### src/hw/rtl/mme_pkg.sv
// Matrix multiply engine package: sizes, codes, helper functions and the
// sequencer microcode table. No dependencies.
`default_nettype none

package mme_pkg;

  localparam int MAX_DIM    = 8;
  localparam int VALUE_BITS = 16;

  localparam int IDX_W   = 3;
  localparam int DIM_W   = 4;
  localparam int FUNC_W  = 2;
  localparam int CFG_IDX_W = 2;
  localparam int ADDR_W  = $clog2(MAX_DIM * MAX_DIM);
  localparam int DEPTH   = MAX_DIM * MAX_DIM;
  localparam int PROD_W  = 2 * VALUE_BITS;
  localparam int SUM_W   = 2 * VALUE_BITS + $clog2(MAX_DIM);

  // Input item functions
  localparam logic [FUNC_W-1:0] FUNC_WR_A = 2'd0;
  localparam logic [FUNC_W-1:0] FUNC_WR_B = 2'd1;
  localparam logic [FUNC_W-1:0] FUNC_MUL  = 2'd2;

  // Configuration register indexes
  localparam logic [CFG_IDX_W-1:0] CFG_ROWS_M  = 2'd0;
  localparam logic [CFG_IDX_W-1:0] CFG_INNER_K = 2'd1;
  localparam logic [CFG_IDX_W-1:0] CFG_COLS_N  = 2'd2;

  localparam logic [DIM_W-1:0] DIM_RESET = DIM_W'(MAX_DIM);

  // Sequencer steps
  localparam int STEP_W = 3;
  localparam logic [STEP_W-1:0] STEP_IDLE   = 3'd0;
  localparam logic [STEP_W-1:0] STEP_MAC    = 3'd1;
  localparam logic [STEP_W-1:0] STEP_DRAIN1 = 3'd2;
  localparam logic [STEP_W-1:0] STEP_DRAIN2 = 3'd3;
  localparam logic [STEP_W-1:0] STEP_EMIT   = 3'd4;
  localparam logic [STEP_W-1:0] STEP_RET    = 3'd5;

  // Branch conditions: taken goes to target; not taken goes to the next step unless noted
  typedef enum logic [1:0] {
    COND_JUMP,    // always taken
    COND_CMD,     // taken on a multiply transfer, else hold
    COND_T_MORE,  // taken while inner index is not the last
    COND_EMIT     // hold while output busy, taken unless last entry
  } cond_e;

  typedef struct packed {
    logic                in_rdy;
    logic                mac;
    logic                emit;
    cond_e               cond;
    logic [STEP_W-1:0]   target;
  } ucode_t;

  function automatic ucode_t ucode_rom(logic [STEP_W-1:0] step);
    ucode_t w;
    w = '{in_rdy: 1'b1, mac: 1'b0, emit: 1'b0, cond: COND_CMD, target: STEP_MAC};
    unique case (step)
      STEP_IDLE:   w = '{in_rdy: 1'b1, mac: 1'b0, emit: 1'b0, cond: COND_CMD,
                         target: STEP_MAC};
      STEP_MAC:    w = '{in_rdy: 1'b0, mac: 1'b1, emit: 1'b0, cond: COND_T_MORE,
                         target: STEP_MAC};
      STEP_DRAIN1: w = '{in_rdy: 1'b0, mac: 1'b0, emit: 1'b0, cond: COND_JUMP,
                         target: STEP_DRAIN2};
      STEP_DRAIN2: w = '{in_rdy: 1'b0, mac: 1'b0, emit: 1'b0, cond: COND_JUMP,
                         target: STEP_EMIT};
      STEP_EMIT:   w = '{in_rdy: 1'b0, mac: 1'b0, emit: 1'b1, cond: COND_EMIT,
                         target: STEP_MAC};
      STEP_RET:    w = '{in_rdy: 1'b0, mac: 1'b0, emit: 1'b0, cond: COND_JUMP,
                         target: STEP_IDLE};
      default:     w = '{in_rdy: 1'b0, mac: 1'b0, emit: 1'b0, cond: COND_JUMP,
                         target: STEP_IDLE};
    endcase
    return w;
  endfunction

  // Last valid index for a size register: zero acts as one, large values saturate
  function automatic logic [IDX_W-1:0] dim_last(logic [DIM_W-1:0] v);
    logic [IDX_W-1:0] r;
    if (v == '0) begin
      r = '0;
    end else if (v > DIM_W'(MAX_DIM)) begin
      r = IDX_W'(MAX_DIM - 1);
    end else begin
      r = IDX_W'(v - DIM_W'(1));
    end
    return r;
  endfunction

  function automatic logic [ADDR_W-1:0] store_addr(logic [IDX_W-1:0] row,
                                                  logic [IDX_W-1:0] col);
    return ADDR_W'(int'(row) * MAX_DIM + int'(col));
  endfunction

endpackage

`default_nettype wire

### src/hw/rtl/mme_if.sv
// Channel interfaces of the matrix multiply engine: input items, results
// and configuration writes. Depends on mme_pkg.
`default_nettype none

interface mme_in_if import mme_pkg::*; ();
  logic                         valid;
  logic                         ready;
  logic [FUNC_W-1:0]            func;
  logic [IDX_W-1:0]             elem_row;
  logic [IDX_W-1:0]             elem_col;
  logic signed [VALUE_BITS-1:0] elem_value;

  modport source (output valid, func, elem_row, elem_col, elem_value, input ready);
  modport sink   (input valid, func, elem_row, elem_col, elem_value, output ready);
endinterface

interface mme_out_if import mme_pkg::*; ();
  logic                    valid;
  logic                    ready;
  logic [IDX_W-1:0]        out_row;
  logic [IDX_W-1:0]        out_col;
  logic signed [SUM_W-1:0] product_sum;
  logic                    last_entry;

  modport source (output valid, out_row, out_col, product_sum, last_entry, input ready);
  modport sink   (input valid, out_row, out_col, product_sum, last_entry, output ready);
endinterface

interface mme_cfg_if import mme_pkg::*; ();
  logic                 valid;
  logic                 ready;
  logic [CFG_IDX_W-1:0] index;
  logic [DIM_W-1:0]     data;

  modport source (output valid, index, data, input ready);
  modport sink   (input valid, index, data, output ready);
endinterface

`default_nettype wire

### src/hw/rtl/matrix_multiply_engine_top.sv
// Multiply item: the next item is taken only after the last result of the run has been
// emitted, and the results leave one at a time as each dot product is drained. Write
// items are taken while idle. The pace is set by the single multiply-accumulate unit
// and the one read port of each element store.
// Reset (rst_ni low, asynchronous) sets all sizes to 8, returns the sequencer to idle
// and drops the output valid; the element stores keep no reset value.
`default_nettype none

module matrix_multiply_engine_top import mme_pkg::*; (
  input  logic      clk_i,
  input  logic      rst_ni,
  mme_in_if.sink    in_i,
  mme_out_if.source out_o,
  mme_cfg_if.sink   cfg_i
);

  logic [DIM_W-1:0] rows_m_q, inner_k_q, cols_n_q;
  logic [IDX_W-1:0] m_last, k_last, n_last;

  logic [STEP_W-1:0] upc_q, upc_d;
  ucode_t            uw;

  logic [IDX_W-1:0] i_q, i_d, j_q, j_d, t_q, t_d;

  logic signed [VALUE_BITS-1:0] left_mem  [DEPTH];
  logic signed [VALUE_BITS-1:0] right_mem [DEPTH];
  logic signed [VALUE_BITS-1:0] a_rd_q, b_rd_q;
  logic signed [PROD_W-1:0]     prod_q;
  logic signed [SUM_W-1:0]      acc_q;
  logic                         v1_q, v2_q;

  logic                    out_valid_q;
  logic [IDX_W-1:0]        out_row_q, out_col_q;
  logic signed [SUM_W-1:0] out_sum_q;
  logic                    out_last_q;

  logic in_acc, mul_acc, wr_a, wr_b, out_free, is_last, emit_go, acc_clr;

  // Configuration
  assign cfg_i.ready = 1'b1;

  always_ff @(posedge clk_i or negedge rst_ni) begin
    if (!rst_ni) begin
      rows_m_q  <= DIM_RESET;
      inner_k_q <= DIM_RESET;
      cols_n_q  <= DIM_RESET;
    end else if (cfg_i.valid) begin
      unique case (cfg_i.index)
        CFG_ROWS_M:  rows_m_q  <= cfg_i.data;
        CFG_INNER_K: inner_k_q <= cfg_i.data;
        CFG_COLS_N:  cols_n_q  <= cfg_i.data;
        default: ;
      endcase
    end
  end

  assign m_last = dim_last(rows_m_q);
  assign k_last = dim_last(inner_k_q);
  assign n_last = dim_last(cols_n_q);

  // Sequencer
  assign uw         = ucode_rom(upc_q);
  assign in_i.ready = uw.in_rdy;
  assign in_acc     = in_i.valid && uw.in_rdy;
  assign mul_acc    = in_acc && (in_i.func == FUNC_MUL);
  assign wr_a = in_acc && (in_i.func == FUNC_WR_A)
             && (in_i.elem_row <= m_last) && (in_i.elem_col <= k_last);
  assign wr_b = in_acc && (in_i.func == FUNC_WR_B)
             && (in_i.elem_row <= k_last) && (in_i.elem_col <= n_last);

  assign out_free = !out_valid_q || out_o.ready;
  assign is_last  = (i_q == m_last) && (j_q == n_last);
  assign emit_go  = uw.emit && out_free;
  assign acc_clr  = mul_acc || emit_go;

  always_comb begin
    upc_d = upc_q;
    unique case (uw.cond)
      COND_JUMP:   upc_d = uw.target;
      COND_CMD:    if (mul_acc) upc_d = uw.target;
      COND_T_MORE: upc_d = (t_q != k_last) ? uw.target : upc_q + STEP_W'(1);
      COND_EMIT: begin
        if (out_free) upc_d = is_last ? upc_q + STEP_W'(1) : uw.target;
      end
      default:     upc_d = STEP_IDLE;
    endcase
  end

  always_comb begin
    i_d = i_q;
    j_d = j_q;
    t_d = t_q;
    if (mul_acc) begin
      i_d = '0;
      j_d = '0;
      t_d = '0;
    end else begin
      if (uw.mac) t_d = (t_q == k_last) ? '0 : t_q + IDX_W'(1);
      if (emit_go) begin
        if (j_q == n_last) begin
          j_d = '0;
          i_d = i_q + IDX_W'(1);
        end else begin
          j_d = j_q + IDX_W'(1);
        end
      end
    end
  end

  always_ff @(posedge clk_i or negedge rst_ni) begin
    if (!rst_ni) begin
      upc_q <= STEP_IDLE;
      i_q   <= '0;
      j_q   <= '0;
      t_q   <= '0;
      v1_q  <= 1'b0;
      v2_q  <= 1'b0;
    end else begin
      upc_q <= upc_d;
      i_q   <= i_d;
      j_q   <= j_d;
      t_q   <= t_d;
      v1_q  <= uw.mac;
      v2_q  <= v1_q;
    end
  end

  // Element stores: one write and one registered read each
  always_ff @(posedge clk_i) begin
    if (wr_a) left_mem[store_addr(in_i.elem_row, in_i.elem_col)] <= in_i.elem_value;
    if (uw.mac) a_rd_q <= left_mem[store_addr(i_q, t_q)];
  end

  always_ff @(posedge clk_i) begin
    if (wr_b) right_mem[store_addr(in_i.elem_row, in_i.elem_col)] <= in_i.elem_value;
    if (uw.mac) b_rd_q <= right_mem[store_addr(t_q, j_q)];
  end

  // Multiply-accumulate
  always_ff @(posedge clk_i) begin
    if (v1_q) prod_q <= a_rd_q * b_rd_q;
    if (acc_clr) begin
      acc_q <= '0;
    end else if (v2_q) begin
      acc_q <= acc_q + SUM_W'(prod_q);
    end
  end

  // Output register: hold until transfer
  always_ff @(posedge clk_i or negedge rst_ni) begin
    if (!rst_ni) begin
      out_valid_q <= 1'b0;
    end else if (emit_go) begin
      out_valid_q <= 1'b1;
    end else if (out_o.ready) begin
      out_valid_q <= 1'b0;
    end
  end

  always_ff @(posedge clk_i) begin
    if (emit_go) begin
      out_row_q  <= i_q;
      out_col_q  <= j_q;
      out_sum_q  <= acc_q;
      out_last_q <= is_last;
    end
  end

  assign out_o.valid       = out_valid_q;
  assign out_o.out_row     = out_row_q;
  assign out_o.out_col     = out_col_q;
  assign out_o.product_sum = out_sum_q;
  assign out_o.last_entry  = out_last_q;

endmodule

`default_nettype wire

### src/flat_wrapper.sv
// flat-port wrapper written by rule: the top's interface ports become plain ports
module matrix_multiply_engine_top_flat import mme_pkg::*;
  (clk_i, rst_ni, in_i_valid, in_i_func, in_i_elem_row, in_i_elem_col, in_i_elem_value, in_i_ready, out_o_valid, out_o_out_row, out_o_out_col, out_o_product_sum, out_o_last_entry, out_o_ready, cfg_i_valid, cfg_i_index, cfg_i_data, cfg_i_ready);
  mme_in_if in_i_i ();
  mme_out_if out_o_i ();
  mme_cfg_if cfg_i_i ();
  input  logic clk_i;
  input  logic rst_ni;
  input wire logic [$bits(in_i_i.valid)-1:0] in_i_valid;
  input wire logic [$bits(in_i_i.func)-1:0] in_i_func;
  input wire logic [$bits(in_i_i.elem_row)-1:0] in_i_elem_row;
  input wire logic [$bits(in_i_i.elem_col)-1:0] in_i_elem_col;
  input wire logic [$bits(in_i_i.elem_value)-1:0] in_i_elem_value;
  output wire logic [$bits(in_i_i.ready)-1:0] in_i_ready;
  output wire logic [$bits(out_o_i.valid)-1:0] out_o_valid;
  output wire logic [$bits(out_o_i.out_row)-1:0] out_o_out_row;
  output wire logic [$bits(out_o_i.out_col)-1:0] out_o_out_col;
  output wire logic [$bits(out_o_i.product_sum)-1:0] out_o_product_sum;
  output wire logic [$bits(out_o_i.last_entry)-1:0] out_o_last_entry;
  input wire logic [$bits(out_o_i.ready)-1:0] out_o_ready;
  input wire logic [$bits(cfg_i_i.valid)-1:0] cfg_i_valid;
  input wire logic [$bits(cfg_i_i.index)-1:0] cfg_i_index;
  input wire logic [$bits(cfg_i_i.data)-1:0] cfg_i_data;
  output wire logic [$bits(cfg_i_i.ready)-1:0] cfg_i_ready;
  assign in_i_i.valid = in_i_valid;
  assign in_i_i.func = in_i_func;
  assign in_i_i.elem_row = in_i_elem_row;
  assign in_i_i.elem_col = in_i_elem_col;
  assign in_i_i.elem_value = in_i_elem_value;
  assign in_i_ready = in_i_i.ready;
  assign out_o_valid = out_o_i.valid;
  assign out_o_out_row = out_o_i.out_row;
  assign out_o_out_col = out_o_i.out_col;
  assign out_o_product_sum = out_o_i.product_sum;
  assign out_o_last_entry = out_o_i.last_entry;
  assign out_o_i.ready = out_o_ready;
  assign cfg_i_i.valid = cfg_i_valid;
  assign cfg_i_i.index = cfg_i_index;
  assign cfg_i_i.data = cfg_i_data;
  assign cfg_i_ready = cfg_i_i.ready;
  matrix_multiply_engine_top u_core (.clk_i(clk_i), .rst_ni(rst_ni), .in_i(in_i_i), .out_o(out_o_i), .cfg_i(cfg_i_i));
endmodule
### config.mk
export PLATFORM = sky130hd
export DESIGN_NAME = matrix_multiply_engine_top_flat
export DESIGN_NICKNAME = d
export VERILOG_FILES = /design/src/hw/rtl/mme_pkg.sv /design/src/hw/rtl/mme_if.sv /design/src/hw/rtl/matrix_multiply_engine_top.sv /design/src/flat_wrapper.sv
export SDC_FILE = /design/constraint.sdc
export NUM_CORES = 2
export LEC_CHECK = 0
export BUFFER_PORTS_ARGS = -buffer_cell sky130_fd_sc_hd__buf_2
export CAP_MARGIN = 20
export CORE_MARGIN = 3
export CORE_UTILIZATION = 57
export DETAILED_ROUTE_END_ITERATION = 10
export GPL_ROUTABILITY_DRIVEN = 1
export MAX_ROUTING_LAYER = met4
export PLACE_DENSITY = 0.76
export REMOVE_ABC_BUFFERS = 1
export SLEW_MARGIN = 20
export SYNTH_ARGS = -nofsm -noshare
export SYNTH_HDL_FRONTEND = slang
export SYNTH_SLANG_ARGS = --single-unit
### constraint.sdc
create_clock -name clk_i -period 6.4 [get_ports clk_i]
set_input_delay 1.28 -clock clk_i [delete_from_list [all_inputs] [get_ports clk_i]]
set_output_delay 1.28 -clock clk_i [all_outputs]
set_load 0.02 [all_outputs]
==> metrics.md <==
| Metric | Value |
|---|---|
| Width of the die | `roughly 420 um` |
| PortBufs | `78` |
| WL/cell | `30.5 um` |
| Iter 0 DRT Violations | `6729` |
| Sequential-to-total area share from yosys stat | `0.689` |
| Final non-filler cell total | `7523` |
| Io pins | `80` |
| Vias in the first global route | `~49000` |
| Global route total overflow | `0` |
| DRT Pass-1 Iters | `5` |
| Final setup TNS | `0 ns` |
| Final worst-path cycle share | `0.981` |
| Ys flop type | `edfxtp_1` |
| Cell count after synthesis | `4795` |
| RSZ-0062 raised after global routing | `true` |
| Initial antenna violation count | `31` |
| DRT antenna net count | `0` |
| Clock sink count | `about 2200` |
| Most common cell after layout, fill and taps aside | `edfxtp_1` |
| Vias per cell | `around 6.4` |
| Pin count of the biggest net entering global routing | `around 110` |
| Crit-path slowest cell | `fa_1` |
| Max frequency | `159 MHz` |
| Die Ht | `around 420 um` |
| All-Layer GR Usage | `0.278` |
| Avg Inst Size Synth | `between 15 and 20 um^2` |
| WP data required | `6.99 ns` |
| Ys async rst share | `0.0122` |
| Number of synthesized flops with an enable pin | `approximately 2200` |
| First-pass GRT wire length | `around 340 mm` |
| Clock Skews | `0.0335 ns` |
| Clk_lat worst skew | `0.86 ns` |
| Outcome | `completed` |
| Layout cell share with drive strength beyond 1 | `0.259` |
| Number of distinct library cells after synthesis | `76` |
| Initial core utilization | `0.578` |
| Family with the most delay on the worst path | `adder cells` |
| Setup ws final | `0.123 ns` |
| Min cycle time layout | `6.28 ns` |
| WP buf/inv | `3` |
| Worst EP arrival | `6.86 ns` |
| Placeable core area | `166000 um^2` |
| Crit path kind | `reg2reg` |
| CP max stage delay | `0.60 ns` |
| Worst slack at placement | `0.0356 ns` |
| Final Hold Viols | `0` |
| Routed vias | `48200` |
| Slew @ Worst Pin | `1.16 ns` |
| GP Congestion | `0.896` |
| Final setup vio count | `0` |
| Worst hold-check path type | `reg2reg` |
| Inst Count DP | `7086` |
| Site row count | `149` |
| Clock slew at reported path FFs | `about 0.07 ns` |
| Critical Path End Type | `flip-flop` |
| Netlist Area Pre-Place | `95800 um^2` |
| #FFs+latches synth | `2216` |
| Dpl hpwl | `135 mm` |
| DRC Markers | `0` |
| Die area | `about 170000 um^2` |
| Slew Limit Headroom | `0.229` |
| Total wire length | `229 mm` |
| Root buffer cell | `clkbuf_16` |
| Maxcap violations | `0` |
| Startpoint Class | `flip-flop` |
| CP max FO | `7` |
| CP cell instances | `buf_6 -> and2_4 -> fa_1 -> inv_1 -> fa_1 -> fa_1 -> fa_1 -> inv_2 -> fa_1 -> fa_1 -> ha_4 -> a21o_1 -> or4_1 -> o22a_1 -> and3_4 -> a211oi_4 -> o211ai_1 -> a31o_1 -> a21oi_2 -> xnor2_1` |
| Clock buffer count from CTS | `213` |
| CTS tree | `yes` |
| Most numerous cell on the critical path | `fa_1` |
| Clock buffer depth | `3` |
| Layout area overhead | `12.0%` |
| Synth warn | `0` |
| # nets final | `5561` |
| H-Tree Depth | `4` |
| Pins Over Slew Limit | `0` |
| Hold-fix buffers at CTS | `0` |
| Most frequent cells in the layout | `edfxtp_1, mux4_2, inv_1` |
==> cells by family (layout without fill, tap and decap cells) <==
| kind of cell | after synthesis | count (layout) | share of synthesized area |
|---|---|---|---|
| other | 1 | 25 | 0.0000391 |
| multiplexers | 709 | 709 | 0.162 |
| adder cells (fa/ha/maj) | 405 | 405 | 0.0734 |
| buffers and inverters | 548 | 1063 | 0.0230 |
| AO/OA/AOI/OAI | 200 | 200 | 0.0137 |
| XOR/XNOR | 69 | 69 | 0.00631 |
| AND/OR/NAND/NOR | 647 | 647 | 0.0325 |
| flip-flops | 2216 | 2216 | 0.689 |
==> cell type report <==
type	instances	area [um^2]
clock buffer	262	5640
tap	2189	2740
fill	10600	58600
clock inverter	139	1420
inverter	336	1260
antenna	24	60.1
multi-input combinational	2031	27700
timing repair buffer	326	2490
sequential	2216	66100
==> what timing repair did <==
| action | in CTS | in global routing |
|---|---|---|
| setup buffers | 0 | 10 |
| resized for setup | 0 | 13 |
| endpoints found under the setup margin | 0 | 6 |
==> flip-flops by register name, summed over array words and instances (netlist names), 16 cells and up <==
register,flops
u_core.a_rd_q,16
u_core.out_o.product_sum,35
u_core.left_mem,1024
u_core.b_rd_q,16
u_core.acc_q,35
u_core.prod_q,32
u_core.right_mem,1024
==> per-layer routing <==
| layer | GRT usage | part of all wire | up-vias |
|---|---|---|---|
| met5 | - | 0 | - |
| met4 | 0.0812 | 0.027 | 0 |
| met3 | 0.0647 | 0.11 | 389 |
| met2 | 0.422 | 0.48 | 2914 |
| met1 | 0.386 | 0.38 | 25400 |
| li1 | - | - | 19600 |
==> metrics by stage <==
step | utilization | hold slack (ns) | cell area [um^2]
finish | 0.647 | 0.468 | 107000
global route | 0.647 | 0.480 | 107000
CTS | 0.646 | 0.470 | 107000
detailed placement | 0.603 | 0.450 | 100000
floorplan | - | 0.423 | 94900
global placement | 0.603 | 0.435 | 100000
==> path summary, 6_finish.rpt <==
| kind | startpoint | cells after the start | endpoint | slack, ns |
|---|---|---|---|---|
| min | u_core.acc_q[34]$_SDFFE_PP0P_ | 0 | u_core.out_o.product_sum[34]$_DFFE_PP_ | 0.47 |
| min in group asynchronous | rst_ni | 1 | u_core.v2_q$_DFF_PN0_ | 0.57 |
| max reg2reg | u_core.b_rd_q[6]$_DFFE_PP_ | 20 | u_core.prod_q[30]$_DFFE_PP_ | 0.12 |
| max | u_core.b_rd_q[6]$_DFFE_PP_ | 20 | u_core.prod_q[30]$_DFFE_PP_ | 0.12 |
| max in group asynchronous | rst_ni | 1 | u_core.i_q[0]$_DFFE_PN0P_ | 5.14 |
| min reg2reg | u_core.acc_q[34]$_SDFFE_PP0P_ | 0 | u_core.out_o.product_sum[34]$_DFFE_PP_ | 0.47 |
==> Yosys cell counts (all sizes together), types with 24 or more instances <==
library cell / n / area (um^2)
and2: 129 / 807
inv: 336 / 1260
nand3: 28 / 140
nor2: 209 / 785
xnor2: 54 / 473
fa: 263 / 5270
o21ai: 43 / 223
buf: 87 / 470
dfrtp: 24 / 601
mux2i: 27 / 270
dfxtp: 35 / 701
nand2: 176 / 661
a21oi: 61 / 309
edfxtp: 2154 / 64700
mux4: 672 / 15100
ha: 139 / 1740
clkbuf: 125 / 469
Power is not shown: default switching activity piles up to over one toggle a cycle in this logic, so the estimate is an artifact.
